**config.mk**
```make
export PLATFORM = sky130hd
export DESIGN_NAME = utf8_lenient_text_scanner
export DESIGN_NICKNAME = d
export VERILOG_FILES = /design/src/design/utls_pkg.sv /design/src/design/utf8_lenient_text_scanner.sv /design/src/design/utls_char_split.sv
export SDC_FILE = /design/constraint.sdc
export NUM_CORES = 1
export LEC_CHECK = 0
export BUFFER_PORTS_ARGS = -buffer_cell sky130_fd_sc_hd__buf_2
export CAP_MARGIN = 10
export CORE_MARGIN = 5
export CORE_UTILIZATION = 60
export CTS_CLUSTER_DIAMETER = 200
export DETAILED_ROUTE_END_ITERATION = 8
export GPL_TIMING_DRIVEN = 0
export MAX_ROUTING_LAYER = met4
export PLACE_DENSITY = 0.77
export SLEW_MARGIN = 20
export SYNTH_ARGS = -nofsm -noshare
export SYNTH_HDL_FRONTEND = slang
export SYNTH_SLANG_ARGS = --single-unit
```
**constraint.sdc**
```tcl
create_clock -name aclk -period 13.5 [get_ports aclk]
set_clock_uncertainty 0.1 [all_clocks]
set_input_delay 1.35 -clock aclk [delete_from_list [all_inputs] [get_ports aclk]]
set_output_delay 1.35 -clock aclk [all_outputs]
set_load 0.1 [all_outputs]
```
**src/design/utls_pkg.sv**
```systemverilog
// ----------------------------------------------------------------------------
// utls_pkg - shared types and helpers for the lenient UTF-8 text scanner
// Character slot record, lead byte classification and the whitespace set.
// ----------------------------------------------------------------------------
package utls_pkg;

    localparam int CP_BITS = 21;
    localparam int SLOTS   = 4;
    localparam int PEND    = 3;

    localparam logic [7:0] MASK_LEAD2 = 8'hE0;
    localparam logic [7:0] MASK_LEAD3 = 8'hF0;
    localparam logic [7:0] MASK_LEAD4 = 8'hF8;
    localparam logic [7:0] CODE_LEAD2 = 8'hC0;
    localparam logic [7:0] CODE_LEAD3 = 8'hE0;
    localparam logic [7:0] CODE_LEAD4 = 8'hF0;
    localparam logic [1:0] CONT_TAG   = 2'b10;

    // one character found during a byte's scan
    typedef struct packed {
        logic       valid;
        logic       blank;
        logic [2:0] width;
    } char_slot_t;

    // continuation bytes a lead byte asks for, 0 for a single byte
    function automatic logic [1:0] needed_tail(input logic [7:0] b);
        logic [1:0] n;
        n = 2'd0;
        if ((b & MASK_LEAD2) == CODE_LEAD2) n = 2'd1;
        else if ((b & MASK_LEAD3) == CODE_LEAD3) n = 2'd2;
        else if ((b & MASK_LEAD4) == CODE_LEAD4) n = 2'd3;
        return n;
    endfunction

    function automatic logic is_space(input logic [CP_BITS-1:0] cp);
        return (cp >= 21'h00009 && cp <= 21'h0000D) || cp == 21'h00020 ||
               cp == 21'h00085 || cp == 21'h000A0 || cp == 21'h01680 ||
               (cp >= 21'h02000 && cp <= 21'h0200A) || cp == 21'h02028 ||
               cp == 21'h02029 || cp == 21'h0202F || cp == 21'h0205F ||
               cp == 21'h03000;
    endfunction

endpackage

```
**src/design/utf8_lenient_text_scanner.sv**
```systemverilog
// ----------------------------------------------------------------------------
// utf8_lenient_text_scanner - lenient UTF-8 prefix length and visibility scan
// Counts the bytes of the first N characters of a string, N set by the
// character limit register, and flags any character outside the Unicode
// whitespace set.
//
//   channel   direction  payload
//   s_        in         tdata[7:0] text_byte, tlast is_last
//   m_        out        tdata[15:0] prefix_bytes, tuser[0] has_visible
//   cfg_wr_   in         character limit
//
// One byte is taken every cycle unless the skid register holds a result; the
// split of the pending lead sequence and up to four character updates settle
// combinationally before the counters. Each result is registered in the output
// register, or in the skid behind it; two result registers (output plus skid)
// let input run on while a result waits; input stalls only when both hold results.
// aresetn is synchronous; the character limit resets to 65535.
// ----------------------------------------------------------------------------
module utf8_lenient_text_scanner #(
    parameter int COUNT_BITS = 16
) (
    input  logic        aclk,
    input  logic        aresetn,
    input  logic        s_tvalid,
    output logic        s_tready,
    input  logic [7:0]  s_tdata,   // [7:0] text_byte
    input  logic        s_tlast,   // is_last
    output logic        m_tvalid,
    input  logic        m_tready,
    output logic [15:0] m_tdata,   // [15:0] prefix_bytes
    output logic [0:0]  m_tuser,   // [0] has_visible
    input  logic        cfg_wr_en,
    input  logic [15:0] cfg_wr_data
);

    localparam int CW = (COUNT_BITS > 16) ? COUNT_BITS : 16;
    localparam logic [COUNT_BITS-1:0] COUNT_MAX = {COUNT_BITS{1'b1}};

    logic [7:0]             pend_reg [utls_pkg::PEND];
    logic [7:0]             pend_next [utls_pkg::PEND];
    logic [1:0]             pend_count_reg;
    logic [1:0]             pend_count_next;
    logic [COUNT_BITS-1:0]  offset_reg;
    logic [COUNT_BITS-1:0]  offset_next;
    logic [COUNT_BITS-1:0]  count_reg;
    logic [COUNT_BITS-1:0]  count_next;
    logic                   done_reg;
    logic                   done_next;
    logic                   seen_reg;
    logic                   seen_next;
    logic [15:0]            limit_reg;
    logic [COUNT_BITS:0]    sum;
    logic [CW-1:0]          off_wide;
    logic [15:0]            prefix_sat;

    utls_pkg::char_slot_t   slots [utls_pkg::SLOTS];

    logic                   s_fire;
    logic                   push;
    logic                   pop;
    logic                   out_v_reg;
    logic                   skid_v_reg;
    logic [15:0]            out_bytes_reg;
    logic                   out_vis_reg;
    logic [15:0]            skid_bytes_reg;
    logic                   skid_vis_reg;

    assign s_tready = !skid_v_reg;
    assign s_fire   = s_tvalid && s_tready;
    assign push     = s_fire && s_tlast;
    assign pop      = out_v_reg && m_tready;

    assign m_tvalid   = out_v_reg;
    assign m_tdata    = out_bytes_reg;
    assign m_tuser[0] = out_vis_reg;

    utls_char_split u_split (
        .pend_bytes      (pend_reg),
        .pend_count      (pend_count_reg),
        .text_byte       (s_tdata),
        .is_last         (s_tlast),
        .slots           (slots),
        .pend_bytes_next (pend_next),
        .pend_count_next (pend_count_next)
    );

    // characters of this byte update the prefix counters in order
    always_comb begin
        offset_next = offset_reg;
        count_next  = count_reg;
        done_next   = done_reg;
        seen_next   = seen_reg;
        sum         = '0;
        for (int i = 0; i < utls_pkg::SLOTS; i++) begin
            if (slots[i].valid) begin
                if (!slots[i].blank) seen_next = 1'b1;
                if (!done_next && (CW'(count_next) < CW'(limit_reg))) begin
                    sum = {1'b0, offset_next} + (COUNT_BITS+1)'(slots[i].width);
                    offset_next = sum[COUNT_BITS] ? COUNT_MAX : sum[COUNT_BITS-1:0];
                    if (count_next != COUNT_MAX) count_next = count_next + COUNT_BITS'(1);
                end else begin
                    done_next = 1'b1;
                end
            end
        end
        off_wide   = CW'(offset_next);
        prefix_sat = (off_wide > CW'(16'hFFFF)) ? 16'hFFFF : off_wide[15:0];
    end

    always_ff @(posedge aclk) begin
        if (!aresetn) begin
            limit_reg <= 16'hFFFF;
        end else if (cfg_wr_en) begin
            limit_reg <= cfg_wr_data;
        end
    end

    always_ff @(posedge aclk) begin
        if (!aresetn) begin
            pend_count_reg <= 2'd0;
            offset_reg     <= '0;
            count_reg      <= '0;
            done_reg       <= 1'b0;
            seen_reg       <= 1'b0;
        end else if (s_fire) begin
            if (s_tlast) begin
                pend_count_reg <= 2'd0;
                offset_reg     <= '0;
                count_reg      <= '0;
                done_reg       <= 1'b0;
                seen_reg       <= 1'b0;
            end else begin
                pend_count_reg <= pend_count_next;
                offset_reg     <= offset_next;
                count_reg      <= count_next;
                done_reg       <= done_next;
                seen_reg       <= seen_next;
            end
        end
    end

    always_ff @(posedge aclk) begin
        if (s_fire) begin
            pend_reg <= pend_next;
        end
    end

    // two-deep result queue: output register in front, skid behind
    always_ff @(posedge aclk) begin
        if (!aresetn) begin
            out_v_reg  <= 1'b0;
            skid_v_reg <= 1'b0;
        end else if (!out_v_reg || pop) begin
            if (skid_v_reg) begin
                out_v_reg  <= 1'b1;
                skid_v_reg <= push;
            end else begin
                out_v_reg  <= push;
            end
        end else if (push) begin
            skid_v_reg <= 1'b1;
        end
    end

    always_ff @(posedge aclk) begin
        if (!out_v_reg || pop) begin
            if (skid_v_reg) begin
                out_bytes_reg <= skid_bytes_reg;
                out_vis_reg   <= skid_vis_reg;
                skid_bytes_reg <= prefix_sat;
                skid_vis_reg   <= seen_next;
            end else begin
                out_bytes_reg <= prefix_sat;
                out_vis_reg   <= seen_next;
            end
        end else if (push) begin
            skid_bytes_reg <= prefix_sat;
            skid_vis_reg   <= seen_next;
        end
    end

`ifndef NO_ASSERTIONS
    a_clear_after_last: assert property (@(posedge aclk) disable iff (!aresetn)
        s_fire && s_tlast |=> pend_count_reg == 2'd0 && count_reg == '0 && !seen_reg)
        else $error("scan state not cleared after last byte");

    a_skid_behind_out: assert property (@(posedge aclk) disable iff (!aresetn)
        skid_v_reg |-> out_v_reg)
        else $error("skid holds a result while output register is empty");

    a_pend_is_lead: assert property (@(posedge aclk) disable iff (!aresetn)
        pend_count_reg != 2'd0 |->
            utls_pkg::needed_tail(pend_reg[0]) >= pend_count_reg)
        else $error("pending bytes do not start with an unfinished lead");
`endif

endmodule

```
**src/design/utls_char_split.sv**
```systemverilog
// ----------------------------------------------------------------------------
// utls_char_split - splits pending bytes plus one new byte into characters
// Combinational: gives up to four character slots in order and the pending
// lead sequence left over for the next byte.
// ----------------------------------------------------------------------------
module utls_char_split (
    input  logic [7:0]             pend_bytes [utls_pkg::PEND],
    input  logic [1:0]             pend_count,
    input  logic [7:0]             text_byte,
    input  logic                   is_last,
    output utls_pkg::char_slot_t   slots [utls_pkg::SLOTS],
    output logic [7:0]             pend_bytes_next [utls_pkg::PEND],
    output logic [1:0]             pend_count_next
);

    logic [7:0]                    seq_b [utls_pkg::SLOTS];
    logic [1:0]                    need_l;
    logic [1:0]                    need_b;
    logic                          cont_b;
    logic                          has_pend;
    logic                          complete;
    logic                          append;
    logic                          split;
    logic                          fresh;
    logic                          hold_b;
    logic [utls_pkg::CP_BITS-1:0]  cp;

    // pending bytes are always a lead plus valid continuations, so only the
    // new byte decides between completing, extending or breaking apart
    always_comb begin
        seq_b[0] = pend_bytes[0];
        seq_b[1] = (pend_count > 2'd1) ? pend_bytes[1] : text_byte;
        seq_b[2] = (pend_count > 2'd2) ? pend_bytes[2] : text_byte;
        seq_b[3] = text_byte;

        need_l   = utls_pkg::needed_tail(pend_bytes[0]);
        need_b   = utls_pkg::needed_tail(text_byte);
        cont_b   = (text_byte[7:6] == utls_pkg::CONT_TAG);
        has_pend = (pend_count != 2'd0);
        complete = has_pend && cont_b && (pend_count == need_l);
        append   = has_pend && cont_b && (pend_count != need_l) && !is_last;
        split    = has_pend && !complete && !append;
        fresh    = !has_pend || split;
        hold_b   = fresh && (need_b != 2'd0) && !is_last;

        case (need_l)
            2'd1:    cp = {10'd0, seq_b[0][4:0], seq_b[1][5:0]};
            2'd2:    cp = {5'd0, seq_b[0][3:0], seq_b[1][5:0], seq_b[2][5:0]};
            default: cp = {seq_b[0][2:0], seq_b[1][5:0], seq_b[2][5:0], seq_b[3][5:0]};
        endcase

        for (int i = 0; i < utls_pkg::PEND; i++) begin
            slots[i].valid = split && (2'(i) < pend_count);
            slots[i].blank = utls_pkg::is_space({13'd0, pend_bytes[i]});
            slots[i].width = 3'd1;
        end
        slots[3].valid = complete || (fresh && !hold_b);
        slots[3].blank = complete ? utls_pkg::is_space(cp)
                                  : utls_pkg::is_space({13'd0, text_byte});
        slots[3].width = complete ? ({1'b0, need_l} + 3'd1) : 3'd1;

        if (append)      pend_count_next = pend_count + 2'd1;
        else if (hold_b) pend_count_next = 2'd1;
        else             pend_count_next = 2'd0;

        for (int i = 0; i < utls_pkg::PEND; i++) begin
            pend_bytes_next[i] = pend_bytes[i];
            if (append && (2'(i) == pend_count)) pend_bytes_next[i] = text_byte;
            if (hold_b && (i == 0))              pend_bytes_next[i] = text_byte;
        end
    end

endmodule

```
==> metrics <==
status finished, final reports clean; Max Cap Viol 0; Area after DPL 12000 µm²; met1 usage between 40 and 50%; EDFF count, synth 58; Cell Rows 50; Final Cell Area roughly 12000 µm²; CP bufs+invs 5; DR vias between 10000 and 15000; average cell area after synthesis 8.07 µm²; Clk Latency, worst-skew pair 0.37 ns; met3 Use GR approximately 5.3%; Crit-path slowest cell nor4_1; Register-to-Register Setup Slack just over 0.7 ns; CP Max Fanout 11; register area share after synthesis 24.6%; antenna violations before repair 0; first-pass GRT wire length roughly 59000 µm; flip-flop count of the largest register after layout 24; n_diodes 0; Routability Congestion around 1; initial core utilization roughly three fifths; syn_nets around 1500; Final Slew Violations 0; WP data required 13.51 ns; most common cell in the netlist nand2_1; Crit path max-delay family simple AND/OR/NAND/NOR gates; endpoints failing hold 0; achievable frequency 0.0778 GHz; synth unique cells approximately 110; CP Capture Type register; met2 Resource Use GR ~50%; Final nets 1588; layout cell share with drive strength beyond 1 11.8%; clk root buf clkbuf_16; Port Buffers 48; r2r startpoint limit_reg[2]; Yosys warning total 0; Detailed Routing Iterations Pass 1 8; crit path launch type input port; RSZ-0062 raised after global routing false; CTS tree built; GRT busiest layer met2; DRT antenna net count 0; Post-synth ARST share 0%; Setup violations, final 0; Die H ~150 µm; slowest stage delay, CP 0.65 ns; CORE AREA approximately 19000 µm²; total track usage 34.4%; slew margin rel. around 24%; routed vias/inst 6.89; DRC errors left 0; R2R cell count 45; period utilisation layout between 90 and 100%; Die W between 100 and 150 µm; WHS ~0.4 ns; area share of the largest cell type after synthesis 15.2%; Worst Hold Class register to register; critical path endpoint m_tdata[15]; CP arrival 12.86 ns; die area approximately 22000 µm²; stages on the worst setup path 43; Worst Max-Slew Pin Slew about 1.1 ns; top_reg_cell synth edfxtp_1; VDD IR max about 59 µV; Max Buffers Root-to-Sink 2; pwr dens roughly 60 nW/µm²; I/O pin count 49; CTS Hold Bufs 0; largest net degree at the start of global routing 22; Iteration-0 DRC Markers around 1500; Pleak 4.75 nW; Tmin final between 10 and 15 ns; DR WL/cell ~22 µm; P&R area growth vs syn 7.65%; post-DP HPWL roughly 30000 µm; crit path launch s_tdata[6]; Yosys top cell by area edfxtp_1; H-tree depth 3; CP Class input port to register; synthesized cell area about 11000 µm²; #FFs+latches synth about 110; Reg clk slew, reported paths roughly 0.080 ns; dominant cells by area after synthesis edfxtp_1 15%, dfxtp_1 9.4%, ha_1 8.1%; vias in the first global route 10600; # fillers 1636; Post-Synthesis Cells ~1400; CTS Sinks approximately 110; WL final roughly 37000 µm; Post-synth top cells 156 x nand2_1, 109 x nor2_1, 74 x ha_1; GRT Residual Overflow 0; reg2reg end m_tdata[15]; CTS Buf Count 9
==> repair_timing <==
item                                    4_1_cts  5_1_grt
setup buffers                                 0        0
gates resized for setup                       0        7
endpoints found under the setup margin        2       65
pin swaps                                     0        0
==> through the flow <==
step	setup TNS [ns]	power, mW	util (%)	worst slack [ns]	cells
6_report	0	0.742	65.9	0.652	1722
5_1_grt	0	0.768	65.9	0.0744	1722
4_1_cts	0	0.744	65.7	0.131	1722
3_5_place_dp	-0.000300	0.474	64.2	-0.000300	1707
3_3_place_gp	0	0.471	64.1	0.0514	1706
2_1_floorplan	0	0.444	-	2.92	1424
==> metal layers <==
layer | vias to the layer above | wire length, µm
met5 | - | 0
met4 | 0 | 1140
met3 | 78 | 3640
met2 | 647 | 16100
met1 | 5574 | 16600
li1 | 5573 | -
==> worst register-to-register path, delay by kind of cell (launching register included) <==
family | cells | cell delay [ns]
fa+ha+maj | 4 | 1.33
simple gates | 15 | 3.42
xor+xnor | 2 | 0.67
buf+inv | 5 | 1.28
compound gates | 18 | 4.93
mux | 1 | 0.47
flops | 1 | 0.31
==> report_power, final <==
part           internal, mW  total (mW)  switching [mW]  leakage, nW
sequential            0.365       0.369         0.00402         1.00
combinational        0.0272      0.0998          0.0726         3.60
clock                 0.132       0.274           0.142        0.147
total                 0.524       0.742           0.219         4.75
==> placed cells by master, fill, tap and decap left out, types with 9 or more instances in the layout <==
master	n
a211oi_1	13
nand2b_1	15
and3_1	24
clkbuf_1	37
a21oi_1	69
nor2b_1	18
edfxtp_1	58
inv_1	56
nor2_1	109
nor3b_1	15
xnor2_1	44
nand2_1	156
a31oi_1	25
a22o_1	19
buf_2	61
mux2i_1	21
a22oi_1	11
nor3_1	45
o211ai_1	34
dfxtp_1	54
clkbuf_16	9
a21o_1	17
nor4_1	21
mux2_2	25
o22ai_1	14
nand3_1	50
ha_1	74
o21ai_0	72
o21ai_1	13
and2_1	20
and4_1	9
or3_1	13
a2111oi_0	9
o31ai_1	21
nand4_1	40
==> worst min-delay path by stage <==
stage	from	end	cells past startpoint
after floorplan	offset_reg[12]	offset_reg[12]	2
after global placement	offset_reg[15]	offset_reg[15]	2
after detailed placement	offset_reg[15]	offset_reg[15]	2
after CTS	offset_reg[15]	offset_reg[15]	2
after global routing	offset_reg[15]	offset_reg[15]	2
final	offset_reg[12]	offset_reg[12]	2
==> layout make-up <==
class / count / area, µm² / share of cell area (%)
Inverter: 60 / 228 / 1.84
Timing Repair Buffer: 49 / 251 / 2.03
Clock inverter: 7 / 71.3 / 0.577
Tap cell: 234 / 293 / 2.37
Sequential cell: 112 / 2820 / 22.8
Buffer: 67 / 338 / 2.73
Clock buffer: 9 / 225 / 1.82
Multi-Input combinational cell: 1184 / 8140 / 65.8
==> cell families (layout without fill, tap and decap cells) <==
family / after synthesis / count (layout) / synth area share [%]
AOI/OAI and AO/OA: 412 / 412 / 25.5
buffers and inverters: 128 / 192 / 4.93
xor gates and xnor gates: 57 / 57 / 4.77
DFF: 112 / 112 / 24.6
adders and majority gates: 75 / 75 / 8.23
and+or+nand+nor: 593 / 593 / 27.6
muxes: 47 / 47 / 4.41
No activity file was read; power rests on OpenSTA's default activity.
